$ cat src/design/sfs_pkg.sv
// Shared types and constants for the sprite animation frame sequencer.
// No dependencies; every other design file imports this package.
package sfs_pkg;

   localparam int TickW    = 16;
   localparam int TotalW   = 9;
   localparam int ModeW    = 3;
   localparam int FrameW   = 8;
   localparam int ElapsedW = 26;
   localparam int HalfW    = TickW + TotalW;
   localparam int CsrIdxW  = 2;
   localparam int CsrDataW = 16;
   localparam int DivSteps = ElapsedW;
   localparam int DivCntW  = $clog2(DivSteps + 1);

   // register indexes on the write port
   localparam logic [CsrIdxW-1:0] CSR_FRAME_TICKS = 2'd0;
   localparam logic [CsrIdxW-1:0] CSR_FRAME_TOTAL = 2'd1;
   localparam logic [CsrIdxW-1:0] CSR_MODE_FLAGS  = 2'd2;

   // mode flag bit positions
   localparam int ModeRepeat   = 0;
   localparam int ModePingPong = 1;
   localparam int ModeReverse  = 2;

   typedef struct packed {
      logic [TickW-1:0] tick_delta;
      logic             restart;
   } req_type;

   typedef struct packed {
      logic [FrameW-1:0] frame_index;
      logic              running;
      logic              end_pulse;
   } rsp_type;

   // controller -> datapath
   typedef struct packed {
      logic load_in;    // capture the accepted item
      logic prep;       // apply restart, form sum and half length
      logic add;        // commit sum, detect cycle end
      logic div_start;  // launch the shared divider
      logic div_sel;    // 0: wrap modulo, 1: frame index divide
      logic mod_wr;     // write wrapped elapsed time
      logic shown_wr;   // write frame index from quotient
      logic out_load;   // load the result register
   } cmd_type;

   // datapath -> controller
   typedef struct packed {
      logic active;
      logic at_end;     // sum reached cycle length
      logic repeat_on;
      logic div_done;
   } sts_type;

endpackage

$ cat src/design/sfs_div.sv
// Serial restoring divider, one quotient bit per cycle.
// Depends on sfs_pkg for operand widths.
module sfs_div (
   input  logic                         clock,
   input  logic                         reset,
   input  logic                         start,
   input  logic [sfs_pkg::ElapsedW-1:0] dividend,
   input  logic [sfs_pkg::ElapsedW-1:0] divisor,
   output logic                         done,
   output logic [sfs_pkg::ElapsedW-1:0] quotient,
   output logic [sfs_pkg::ElapsedW-1:0] remainder
);
   import sfs_pkg::*;

   logic [ElapsedW-1:0] quo_ff, quo_in;
   logic [ElapsedW-1:0] rem_ff, rem_in;
   logic [ElapsedW-1:0] dsr_ff, dsr_in;
   logic [DivCntW-1:0]  cnt_ff, cnt_in;
   logic                busy_ff, busy_in;
   logic                done_ff, done_in;
   logic [ElapsedW:0]   rem_sh;
   logic                fits;

   assign rem_sh = {rem_ff, quo_ff[ElapsedW-1]};
   assign fits   = rem_sh >= {1'b0, dsr_ff};

   always_comb begin
      quo_in  = quo_ff;
      rem_in  = rem_ff;
      dsr_in  = dsr_ff;
      cnt_in  = cnt_ff;
      busy_in = busy_ff;
      done_in = 1'b0;
      if (start) begin
         quo_in  = dividend;
         rem_in  = '0;
         dsr_in  = divisor;
         cnt_in  = DivCntW'(DivSteps);
         busy_in = 1'b1;
      end else if (busy_ff) begin
         quo_in = {quo_ff[ElapsedW-2:0], fits};
         rem_in = fits ? ElapsedW'(rem_sh - {1'b0, dsr_ff}) : rem_sh[ElapsedW-1:0];
         cnt_in = cnt_ff - 1'b1;
         if (cnt_ff == DivCntW'(1)) begin
            busy_in = 1'b0;
            done_in = 1'b1;
         end
      end
   end

   always_ff @(posedge clock) begin
      quo_ff <= quo_in;
      rem_ff <= rem_in;
      dsr_ff <= dsr_in;
      cnt_ff <= cnt_in;
      if (reset) begin
         busy_ff <= 1'b0;
         done_ff <= 1'b0;
      end else begin
         busy_ff <= busy_in;
         done_ff <= done_in;
      end
   end

   assign done      = done_ff;
   assign quotient  = quo_ff;
   assign remainder = rem_ff;

endmodule

$ cat src/design/sfs_dpath.sv
// Datapath: config registers, animation state, length multiply, index math.
// Depends on sfs_pkg and sfs_div.
module sfs_dpath #(
   parameter int MAX_FRAMES = 256
) (
   input  logic                         clock,
   input  logic                         reset,
   input  logic                         csr_we,
   input  logic [sfs_pkg::CsrIdxW-1:0]  csr_index,
   input  logic [sfs_pkg::CsrDataW-1:0] csr_wdata,
   input  sfs_pkg::req_type             req_data,
   input  sfs_pkg::cmd_type             cmd,
   output sfs_pkg::sts_type             sts,
   output sfs_pkg::rsp_type             rsp_data
);
   import sfs_pkg::*;

   // configuration
   logic [TickW-1:0]    ticks_ff;
   logic [TotalW-1:0]   total_ff;
   logic [ModeW-1:0]    mode_ff;
   // animation state
   logic [ElapsedW-1:0] elapsed_ff, elapsed_in;
   logic                active_ff, active_in;
   logic [FrameW-1:0]   shown_ff, shown_in;
   logic                ended_ff, ended_in;
   // per-item working registers
   req_type             item_ff, item_in;
   logic [ElapsedW-1:0] sum_ff, sum_in;
   logic [HalfW-1:0]    half_ff, half_in;
   logic [TickW-1:0]    ft_ff, ft_in;
   logic [TotalW-1:0]   fcm1_ff, fcm1_in;
   rsp_type             out_ff, out_in;

   logic [TickW-1:0]    ft;
   logic [TotalW-1:0]   fc;
   logic [ElapsedW-1:0] base;
   logic [ElapsedW-1:0] len;
   logic [ElapsedW-1:0] t_val;
   logic [ElapsedW-1:0] dvd, dsr, quo, rem;
   logic                div_done;
   logic [TotalW-1:0]   idx_clamp, idx_fin;
   logic                pp;

   assign pp = mode_ff[ModePingPong];
   assign ft = (ticks_ff == '0) ? TickW'(1) : ticks_ff;

   always_comb begin
      fc = (total_ff == '0) ? TotalW'(1) : total_ff;
      if (32'(fc) > MAX_FRAMES) begin
         fc = TotalW'(MAX_FRAMES);
      end
   end

   assign base = item_ff.restart ? '0 : elapsed_ff;
   assign len  = pp ? {half_ff, 1'b0} : {1'b0, half_ff};
   // mirrored time in the return half of a ping-pong cycle
   assign t_val = (pp && ({1'b0, elapsed_ff} >= {2'b0, half_ff})) ? len - elapsed_ff
                                                                 : elapsed_ff;

   assign dvd = cmd.div_sel ? t_val : sum_ff;
   assign dsr = cmd.div_sel ? {{(ElapsedW-TickW){1'b0}}, ft_ff} : len;

   sfs_div u_div (
      .clock     (clock),
      .reset     (reset),
      .start     (cmd.div_start),
      .dividend  (dvd),
      .divisor   (dsr),
      .done      (div_done),
      .quotient  (quo),
      .remainder (rem)
   );

   always_comb begin
      idx_clamp = (quo > {{(ElapsedW-TotalW){1'b0}}, fcm1_ff}) ? fcm1_ff
                                                                : quo[TotalW-1:0];
      idx_fin   = mode_ff[ModeReverse] ? fcm1_ff - idx_clamp : idx_clamp;
   end

   always_comb begin
      item_in    = item_ff;
      sum_in     = sum_ff;
      half_in    = half_ff;
      ft_in      = ft_ff;
      fcm1_in    = fcm1_ff;
      elapsed_in = elapsed_ff;
      active_in  = active_ff;
      shown_in   = shown_ff;
      ended_in   = ended_ff;
      out_in     = out_ff;
      if (cmd.load_in) begin
         item_in = req_data;
      end
      if (cmd.prep) begin
         if (item_ff.restart) begin
            elapsed_in = '0;
            active_in  = 1'b1;
         end
         sum_in   = ElapsedW'({1'b0, base} + {{(ElapsedW+1-TickW){1'b0}},
                                             item_ff.tick_delta});
         half_in  = HalfW'(ft * fc);
         ft_in    = ft;
         fcm1_in  = fc - 1'b1;
         ended_in = 1'b0;
      end
      if (cmd.add) begin
         elapsed_in = sum_ff;
         if (sum_ff >= len) begin
            ended_in = 1'b1;
            if (!mode_ff[ModeRepeat]) begin
               active_in = 1'b0;
            end
         end
      end
      if (cmd.mod_wr) begin
         elapsed_in = rem;
      end
      if (cmd.shown_wr) begin
         shown_in = idx_fin[FrameW-1:0];
      end
      if (cmd.out_load) begin
         out_in.frame_index = shown_ff;
         out_in.running     = active_ff;
         out_in.end_pulse   = ended_ff;
      end
   end

   always_ff @(posedge clock) begin
      item_ff <= item_in;
      sum_ff  <= sum_in;
      half_ff <= half_in;
      ft_ff   <= ft_in;
      fcm1_ff <= fcm1_in;
      out_ff  <= out_in;
      if (reset) begin
         ticks_ff   <= TickW'(1);
         total_ff   <= TotalW'(1);
         mode_ff    <= '0;
         elapsed_ff <= '0;
         active_ff  <= 1'b0;
         shown_ff   <= '0;
         ended_ff   <= 1'b0;
      end else begin
         elapsed_ff <= elapsed_in;
         active_ff  <= active_in;
         shown_ff   <= shown_in;
         ended_ff   <= ended_in;
         if (csr_we) begin
            unique case (csr_index)
               CSR_FRAME_TICKS: ticks_ff <= csr_wdata[TickW-1:0];
               CSR_FRAME_TOTAL: total_ff <= csr_wdata[TotalW-1:0];
               CSR_MODE_FLAGS:  mode_ff  <= csr_wdata[ModeW-1:0];
               default: ;
            endcase
         end
      end
   end

   assign sts.active    = active_ff;
   assign sts.at_end    = sum_ff >= len;
   assign sts.repeat_on = mode_ff[ModeRepeat];
   assign sts.div_done  = div_done;
   assign rsp_data      = out_ff;

endmodule

$ cat src/design/sfs_ctrl.sv
// Sequencing controller: steps one item through the datapath.
// Depends on sfs_pkg for command and status structs.
module sfs_ctrl (
   input  logic             clock,
   input  logic             reset,
   input  logic             req_valid,
   output logic             req_ready,
   output logic             rsp_valid,
   input  logic             rsp_ready,
   input  sfs_pkg::sts_type sts,
   output sfs_pkg::cmd_type cmd
);
   import sfs_pkg::*;

   typedef enum logic [2:0] {
      ST_IDLE, ST_PREP, ST_ADD, ST_MOD, ST_IDX, ST_DIV, ST_FINISH
   } state_type;

   state_type state_ff, state_in;
   logic      rsp_valid_ff, rsp_valid_in;
   logic      out_free;

   assign out_free = !rsp_valid_ff || rsp_ready;

   always_comb begin
      state_in     = state_ff;
      rsp_valid_in = rsp_valid_ff && !rsp_ready;
      cmd          = '0;
      unique case (state_ff)
         ST_IDLE: begin
            if (req_valid) begin
               cmd.load_in = 1'b1;
               state_in    = ST_PREP;
            end
         end
         ST_PREP: begin
            cmd.prep = 1'b1;
            state_in = ST_ADD;
         end
         ST_ADD: begin
            if (!sts.active) begin
               state_in = ST_FINISH;
            end else begin
               cmd.add = 1'b1;
               if (sts.at_end && sts.repeat_on) begin
                  cmd.div_start = 1'b1;
                  state_in      = ST_MOD;
               end else if (sts.at_end) begin
                  state_in = ST_FINISH;
               end else begin
                  state_in = ST_IDX;
               end
            end
         end
         ST_MOD: begin
            if (sts.div_done) begin
               cmd.mod_wr = 1'b1;
               state_in   = ST_IDX;
            end
         end
         ST_IDX: begin
            cmd.div_sel   = 1'b1;
            cmd.div_start = 1'b1;
            state_in      = ST_DIV;
         end
         ST_DIV: begin
            cmd.div_sel = 1'b1;
            if (sts.div_done) begin
               cmd.shown_wr = 1'b1;
               state_in     = ST_FINISH;
            end
         end
         ST_FINISH: begin
            if (out_free) begin
               cmd.out_load = 1'b1;
               rsp_valid_in = 1'b1;
               state_in     = ST_IDLE;
            end
         end
         default: state_in = ST_IDLE;
      endcase
   end

   always_ff @(posedge clock) begin
      if (reset) begin
         state_ff     <= ST_IDLE;
         rsp_valid_ff <= 1'b0;
      end else begin
         state_ff     <= state_in;
         rsp_valid_ff <= rsp_valid_in;
      end
   end

   assign req_ready = (state_ff == ST_IDLE);
   assign rsp_valid = rsp_valid_ff;

endmodule

$ cat src/design/sprite_animation_frame_sequencer.sv
// Sprite animation frame sequencer, top level: controller plus datapath. Depends on sfs_pkg.
// The shared 26-step divider runs once for the frame index and once more for the
// repeat wrap; it is skipped when the animation is stopped or ends without repeat.
// A new item is taken only once the previous one is through; an unaccepted result
// delays the next.
// Reset (sync, active high): time, frame, active cleared; ticks and count 1, mode 0.
module sprite_animation_frame_sequencer #(
   parameter int MAX_FRAMES = 256
) (
   input  logic                         clock,
   input  logic                         reset,
   // input item channel
   input  logic                         req_valid,
   output logic                         req_ready,
   input  sfs_pkg::req_type             req_data,
   // result channel
   output logic                         rsp_valid,
   input  logic                         rsp_ready,
   output sfs_pkg::rsp_type             rsp_data,
   // register write port
   input  logic                         csr_we,
   input  logic [sfs_pkg::CsrIdxW-1:0]  csr_index,
   input  logic [sfs_pkg::CsrDataW-1:0] csr_wdata
);
   import sfs_pkg::*;

   cmd_type cmd;
   sts_type sts;

   // Controller walks each item: prep (restart, length multiply), add and end
   // check, optional modulo wrap, frame divide if still running, result load.
   // A new input transfer is taken while the previous result still waits.
   sfs_ctrl u_ctrl (
      .clock     (clock),
      .reset     (reset),
      .req_valid (req_valid),
      .req_ready (req_ready),
      .rsp_valid (rsp_valid),
      .rsp_ready (rsp_ready),
      .sts       (sts),
      .cmd       (cmd)
   );

   // Datapath holds registers, elapsed time, active flag and shown frame.
   sfs_dpath #(
      .MAX_FRAMES (MAX_FRAMES)
   ) u_dpath (
      .clock     (clock),
      .reset     (reset),
      .csr_we    (csr_we),
      .csr_index (csr_index),
      .csr_wdata (csr_wdata),
      .req_data  (req_data),
      .cmd       (cmd),
      .sts       (sts),
      .rsp_data  (rsp_data)
   );

endmodule
$ cat config.mk
export PLATFORM = sky130hd
export DESIGN_NAME = sprite_animation_frame_sequencer
export DESIGN_NICKNAME = d
export VERILOG_FILES = /design/src/design/sfs_pkg.sv /design/src/design/sfs_div.sv /design/src/design/sfs_dpath.sv /design/src/design/sfs_ctrl.sv /design/src/design/sprite_animation_frame_sequencer.sv
export SDC_FILE = /design/constraint.sdc
export NUM_CORES = 1
export LEC_CHECK = 0
export BUFFER_PORTS_ARGS = -buffer_cell sky130_fd_sc_hd__buf_2
export CORE_ASPECT_RATIO = 0.9
export CORE_MARGIN = 2
export CORE_UTILIZATION = 61
export DETAILED_ROUTE_END_ITERATION = 12
export HOLD_SLACK_MARGIN = 0.15
export PLACE_DENSITY = 0.78
export SYNTH_ARGS = -nofsm -noshare
export SYNTH_HDL_FRONTEND = slang
export SYNTH_HIERARCHICAL = 1
export SYNTH_SLANG_ARGS = --single-unit
export TNS_END_PERCENT = 20
$ cat constraint.sdc
create_clock -name clock -period 21.7 [get_ports clock]
set_input_delay 1.085 -clock clock [delete_from_list [all_inputs] [get_ports clock]]
set_output_delay 1.085 -clock clock [all_outputs]
set_load 0.05 [all_outputs]
==> metrics.csv, run 1 <==
metric;value;unit
run_status;completed;
crit_path_top_delay_cell;sky130_fd_sc_hd__nor2b_1;
cts.sinks;256;
antenna_found_initial;0;
tritoncts;built;
clkSlewWorstSetupHoldPaths;0.06;ns
synth_simple_gate_area_frac;0.167;
layout-drive-gt1-share;0.0807;
synth_ff_type;sky130_fd_sc_hd__edfxtp_1;
setup_total_negative_slack;0;ns
worst-path-max-fanout;28;
power_leakage;10.1;nW
synth_warn;6;
gr-total-overflow;0;
finalClockSkew;0.0218;ns
layout.cells.most_common;sky130_fd_sc_hd__inv_1;
top_level_ports;52;
worst-endpoint-required;22.02;ns
dominant_combinational_cell_family_by_area_after_synthesis;adder cells;
fill_cells;2813;
setup_viol_count_final;0;
cts_buffer_depth;3;
ys_seq_elements;256;
synth_edf_count;155;
cts_inserted_buffers;28;
die_width;202;um
detailedPlacementHpwl;45400;um
detail_route.vias_per_cell;6.21;
hold_class;register to register;
synth_top_area_share;0.217;
use_met1;0.468;
synth.avg_cell_area;8.90;sq um
drt_total_wl;59200;um
global_router_s_overall_resource_usage;0.322;
antenna-diode-count;0;
criticalPathCategory;register to register;
floorplan.core_area;34900;sq um
first_iter_violations;1812;
critPathLaunchType;register;
post-synth-top-area-cell;sky130_fd_sc_hd__edfxtp_1;
area.growth.synth_to_final;6.64;%
post_drt_wl_per_cell;20.6;um
ctsHtreeMaxLevel;1;
critPathMaxStageDelay;0.95;ns
ant_nets;0;
fin_crit;6.42;ns
post_cts_resized;0;
grt_setup_unrepaired;no;
max-vdd-ir-drop;0.0732;mV
count_of_buffers_from_port_buffering;51;
arrival_time_of_data_at_the_critical_path_endpoint;6.75;ns
row_count;65;
final-hold-violation-count;0;
grt-busiest-layer;met2;
timing.hold.ws;0.433;ns
synth_mux_area_frac;0.0499;
final_cell_count_no_fill;2872;
final_wtd_congestion;0.975;
setup.worst_path.end_class;register;
layout_worst_path_cycle_share;0.296;
die_h;182;um
floorplan.initialDensity;0.615;
max-cap-violations;0;
post-route-drc-count;0;
critical-path-top-cell-by-count;sky130_fd_sc_hd__fa_1;
gr_met3_demand_resource;0.0580;
grt_pass1_vias;17100;
yosys-top-cells-area;sky130_fd_sc_hd__edfxtp_1 22%, sky130_fd_sc_hd__ha_1 11%, sky130_fd_sc_hd__fa_1 9.6%, sky130_fd_sc_hd__dfxtp_1 9.4%, sky130_fd_sc_hd__inv_1 5.0%;
placed_cells_incl_taps;2820;
clk_root_buffer_cell;sky130_fd_sc_hd__clkbuf_16;
power_density_over_the_cells;111;nW/um^2
fmax;156;MHz
yosysSeqAreaShare;0.311;
synthesis.area;21500;sq um
utilization;0.656;
use_met2;0.490;
routed-via-count;17800;
synth-adder-area-share;0.202;
final_net_count;2706;
synthesis.instances;2410;
grt_pass1_wl;93300;um
fin_total_pwr;2.54;mW
worstMarginPinSlew;1.29;ns
fp.dieArea;36700;sq um
postSynthNetCount;2735;
synth_cell_types;90;
compound_gate_fraction_of_synth_area;0.161;
grt_max_degree;68;
max-slew-margin-rel;0.135;
holdBufCountCts;0;
cts.repair_timing.setup_buffer_count;0;
synthXorXnorAreaFrac;0.0322;
synth-async-reset-ratio;0;
most_used_cells_in_the_layout_excluding_fill_and_tap_cells;285 x sky130_fd_sc_hd__inv_1, 226 x sky130_fd_sc_hd__nor2_1, 202 x sky130_fd_sc_hd__nand2_1, 186 x sky130_fd_sc_hd__a21oi_1, 182 x sky130_fd_sc_hd__ha_1;
drt_pre_antenna_iters;5;
clkLatencyLatePin;0.59;ns
crit_path_cell_trace;nor2b_1, and2_1, fa_1, fa_1, fa_1, inv_1, fa_1, inv_1, ha_1, and3_1, a221o_1, a21oi_1, a31oi_1, a311oi_2, o21bai_1, a21oi_1, xnor2_1;
slew_viol_final;0;
-- critical path: cells and delay by family (launching register included) --
family / cells / cell delay (ns)
AND/OR/NAND/NOR: 3 / 1.46
adder cells (fa/ha/maj): 5 / 2.40
buffers and inverters: 2 / 0.09
flip-flops: 1 / 0.62
AO/OA/AOI/OAI: 6 / 1.51
XOR/XNOR: 1 / 0.08
-- Yosys cell counts (15+ instances only) --
cell / number
sky130_fd_sc_hd__nand2b_1: 32
sky130_fd_sc_hd__mux2_2: 47
sky130_fd_sc_hd__a21o_1: 47
sky130_fd_sc_hd__inv_1: 285
sky130_fd_sc_hd__nor3_1: 40
sky130_fd_sc_hd__edfxtp_1: 155
sky130_fd_sc_hd__fa_1: 103
sky130_fd_sc_hd__o21ai_0: 77
sky130_fd_sc_hd__nand3_1: 31
sky130_fd_sc_hd__a211oi_1: 30
sky130_fd_sc_hd__nand4_1: 16
sky130_fd_sc_hd__mux2i_1: 54
sky130_fd_sc_hd__dfxtp_1: 101
sky130_fd_sc_hd__nor2b_1: 26
sky130_fd_sc_hd__clkbuf_1: 100
sky130_fd_sc_hd__xor2_1: 26
sky130_fd_sc_hd__nor2_1: 227
sky130_fd_sc_hd__and3_1: 20
sky130_fd_sc_hd__xnor2_1: 53
sky130_fd_sc_hd__a21oi_1: 186
sky130_fd_sc_hd__nand2_1: 202
sky130_fd_sc_hd__and2_1: 78
sky130_fd_sc_hd__o21bai_1: 16
sky130_fd_sc_hd__o21ai_1: 17
sky130_fd_sc_hd__ha_1: 182
sky130_fd_sc_hd__o211ai_1: 20
sky130_fd_sc_hd__a31oi_1: 15
-- metrics by stage --
step | area [sq um] | setup WS, ns
final | 22900 | 15.28
after global placement | 21900 | 15.50
after floorplan | 21500 | 13.77
after global routing | 22900 | 14.93
after CTS | 22900 | 15.33
after detailed placement | 21900 | 15.33
-- sequential cells by signal, summed over array words and instances, names as in the netlist, 3 cells and up --
name,flops
u_dpath/mode_ff,3
u_dpath/sum_ff,26
u_dpath/shown_ff,8
u_dpath/u_div/cnt_ff,5
u_dpath/u_div/quotient,26
u_dpath/fcm1_ff,9
u_dpath/item_ff,17
u_dpath/u_div/dsr_ff,26
u_dpath/ticks_ff,16
u_dpath/u_div/remainder,26
u_dpath/total_ff,9
u_dpath/ft_ff,16
u_dpath/rsp_data,10
u_dpath/elapsed_ff,26
u_ctrl/state_ff,3
u_dpath/half_ff,25
-- kinds of logic (layout without fill, tap and decap cells) --
group | count (synthesis) | count (layout)
AOI/OAI and AO/OA | 525 | 525
xor gates and xnor gates | 79 | 79
adders and majority gates | 285 | 285
buffers and inverters | 418 | 411
muxes | 101 | 101
DFF | 256 | 256
and+or+nand+nor | 746 | 746
-- path summary, 6_finish.rpt --
kind	start	end	slack, ns	depth (start not counted)
worst max-delay path	u_dpath/total_ff[8]	u_dpath/half_ff[21]	15.28	17
worst min-delay path	u_dpath/shown_ff[6]	u_dpath/rsp_data[8]	0.43	0
worst max register to register	u_dpath/total_ff[8]	u_dpath/half_ff[21]	15.28	17
worst min register to register	u_dpath/shown_ff[6]	u_dpath/rsp_data[8]	0.43	0
-- where the power goes --
| group | switching, mW | leakage, nW | internal [mW] |
|---|---|---|---|
| clock | 0.213 | 0.464 | 0.281 |
| sequential | 0.141 | 2.27 | 0.696 |
| combinational | 0.754 | 7.35 | 0.458 |
| total | 1.11 | 10.1 | 1.43 |
-- per-layer routing --
metal | vias to the layer above | routed length, um
met5 | - | 0
met4 | 0 | 1790
met1 | 8622 | 25300
met2 | 844 | 26000
met3 | 102 | 6070
li1 | 8254 | -
-- final cells by class --
type                    count  area [sq um]  area share
clock buffers              33           739      0.0323
clock inverters            19           205     0.00897
inverters                 287          1080      0.0471
multi-input cells        1736         13200       0.576
flip-flops and latches    256          6680       0.292
well taps                 469           587      0.0256
repair buffers             72           413      0.0180
Note: power is estimated with default switching activity, not from simulation.
==> run 2: changes to the inputs <==
CORE_UTILIZATION = 58   (was 61)
clock period = 5.8 ns   (was 21.7 ns; I/O delays follow)
==> metrics.csv, run 2 (synthesis gave the netlist of run 1 again) <==
metric;value;unit;change
run_status;completed;;
worst-path-max-fanout;11;;-61%
power_density_over_the_cells;405;nW/um^2;+260%
area.growth.synth_to_final;10.8;%;
ant_nets;0;;unchanged
critPathLaunchType;register;;
grt_setup_unrepaired;yes;;
use_met2;0.461;;-0.0294
timing.hold.ws;0.198;ns;-0.235 ns
setup_viol_count_final;0;;unchanged
gr_met3_demand_resource;0.0557;;-0.00226
fmax;175;MHz;+13%
count_of_buffers_from_port_buffering;51;;unchanged
fin_total_pwr;9.63;mW;+280%
tritoncts;built;;
cts_inserted_buffers;29;;+3.6%
fill_cells;2897;;+3.0%
arrival_time_of_data_at_the_critical_path_endpoint;6.11;ns;-0.64 ns
first_iter_violations;2102;;+16%
layout_worst_path_cycle_share;0.983;;+0.687
layout-drive-gt1-share;0.106;;+0.0256
final_net_count;2784;;+2.9%
cts_buffer_depth;3;;unchanged
die_h;186;um;+2.5%
max-vdd-ir-drop;0.301;mV;+310%
power_leakage;10.5;nW;+3.8%
final_wtd_congestion;1.01;;+4.1%
grt_pass1_vias;17300;;+1.1%
max-cap-violations;0;;unchanged
cts.sinks;256;;unchanged
final-hold-violation-count;0;;unchanged
hold_class;input port to register;;
detail_route.vias_per_cell;6.14;;-1.1%
detailedPlacementHpwl;45900;um;+1.1%
grt-busiest-layer;met1;;
fp.dieArea;38500;sq um;+5.1%
worst-endpoint-required;6.20;ns;-15.82 ns
finalClockSkew;0.0149;ns;-0.00690 ns
most_used_cells_in_the_layout_excluding_fill_and_tap_cells;284 x sky130_fd_sc_hd__inv_1, 223 x sky130_fd_sc_hd__nor2_1, 200 x sky130_fd_sc_hd__nand2_1, 183 x sky130_fd_sc_hd__a21oi_1, 179 x sky130_fd_sc_hd__ha_1;;
criticalPathCategory;register to register;;
row_count;66;;+1.5%
worstMarginPinSlew;1.20;ns;-0.0927 ns
floorplan.initialDensity;0.590;;-0.0245
fin_crit;5.70;ns;-0.722 ns
top_level_ports;52;;unchanged
setup.worst_path.end_class;register;;
grt_pass1_wl;94900;um;+1.7%
use_met1;0.468;;about the same
gr-total-overflow;0;;unchanged
clkSlewWorstSetupHoldPaths;0.06;ns;about the same
max-slew-margin-rel;0.197;;+0.0621
clk_root_buffer_cell;sky130_fd_sc_hd__clkbuf_16;;
layout.cells.most_common;sky130_fd_sc_hd__inv_1;;
slew_viol_final;0;;unchanged
post-route-drc-count;0;;unchanged
drt_total_wl;60700;um;+2.7%
clkLatencyLatePin;0.58;ns;about the same
antenna_found_initial;1;;+1
ctsHtreeMaxLevel;1;;unchanged
die_width;207;um;+2.5%
global_router_s_overall_resource_usage;0.312;;-0.00982
grt_max_degree;67;;-1.5%
post_drt_wl_per_cell;20.5;um;-0.36%
drt_pre_antenna_iters;6;;+1
routed-via-count;18200;;+1.9%
floorplan.core_area;36300;sq um;+4.1%
==> run 2: per-stage QoR <==
stage                     setup TNS (ns)  cells  setup WS, ns   util  cell area, sq um
after detailed placement               0   2866        0.0134  0.612             22200
after global placement                 0   2866         0.179  0.612             22200
after CTS                              0   2954      0.000164  0.649             23600
after global routing              -0.385   2958        -0.109  0.654             23800
final                                  0   2959        0.0971  0.654             23800
after floorplan                        0   2410        0.0342      -             21500
==> run 2: area by class of cell <==
class | instances | area [sq um] | area share
sequential | 256 | 6680 | 0.281
clock buffer | 34 | 754 | 0.0317
inverter | 287 | 1080 | 0.0453
clock inverter | 20 | 235 | 0.00989
timing repair buffer | 149 | 1080 | 0.0454
antenna | 1 | 2.50 | 0.000105
tap | 476 | 596 | 0.0251
multi-input combinational | 1736 | 13300 | 0.562
==> run 2: final timing paths <==
check / from / endpoint / slack, ns / cells past startpoint
min: req_valid / u_ctrl/state_ff[1] / 0.20 / 4
min reg2reg: u_dpath/shown_ff[4] / u_dpath/rsp_data[6] / 0.44 / 0
max: u_dpath/total_ff[3] / u_dpath/half_ff[24] / 0.1 / 24
max reg2reg: u_dpath/total_ff[3] / u_dpath/half_ff[24] / 0.1 / 24
==> run 2: where the power goes <==
part           total (mW)  internal (mW)  switching, mW
Sequential           3.10           2.60          0.499
Clock                1.93           1.12          0.806
Combinational        4.61           1.78           2.83
==> run 2: routing by layer <==
layer,vias up,part of all wire
met5,-,0
met4,0,0.028
met3,124,0.10
met2,896,0.43
met1,8716,0.44
li1,8424,-
==> run 2: repair_timing <==
action                                  CTS  global route
hold buffers                             34             0
pin swaps                                 2            19
endpoints found under the hold margin    47             0
gates resized for setup                   0            33
buffers inserted                          0             4
cloned                                    0             0
endpoints found under the setup margin    3             7
==> run 2: worst max-delay path: stages, from the launching register on <==
cell and delay (ns):
sky130_fd_sc_hd__dfxtp_1 0.34, sky130_fd_sc_hd__nor2_2 0.13, sky130_fd_sc_hd__nand2_2 0.08, sky130_fd_sc_hd__or3_4 0.35, sky130_fd_sc_hd__nor2_4 0.10, sky130_fd_sc_hd__nor2_1 0.04
sky130_fd_sc_hd__nor2_1 0.10, sky130_fd_sc_hd__buf_4 0.17, sky130_fd_sc_hd__buf_6 0.15, sky130_fd_sc_hd__nand2_1 0.07, sky130_fd_sc_hd__fa_1 0.48, sky130_fd_sc_hd__inv_1 0.05
sky130_fd_sc_hd__fa_1 0.49, sky130_fd_sc_hd__inv_1 0.05, sky130_fd_sc_hd__fa_1 0.46, sky130_fd_sc_hd__fa_1 0.55, sky130_fd_sc_hd__inv_1 0.05, sky130_fd_sc_hd__ha_1 0.32
sky130_fd_sc_hd__o21ai_1 0.11, sky130_fd_sc_hd__a21boi_2 0.23, sky130_fd_sc_hd__o2111ai_2 0.16, sky130_fd_sc_hd__and3_4 0.22, sky130_fd_sc_hd__or3_4 0.43, sky130_fd_sc_hd__and4_1 0.23
sky130_fd_sc_hd__a211oi_2 0.17
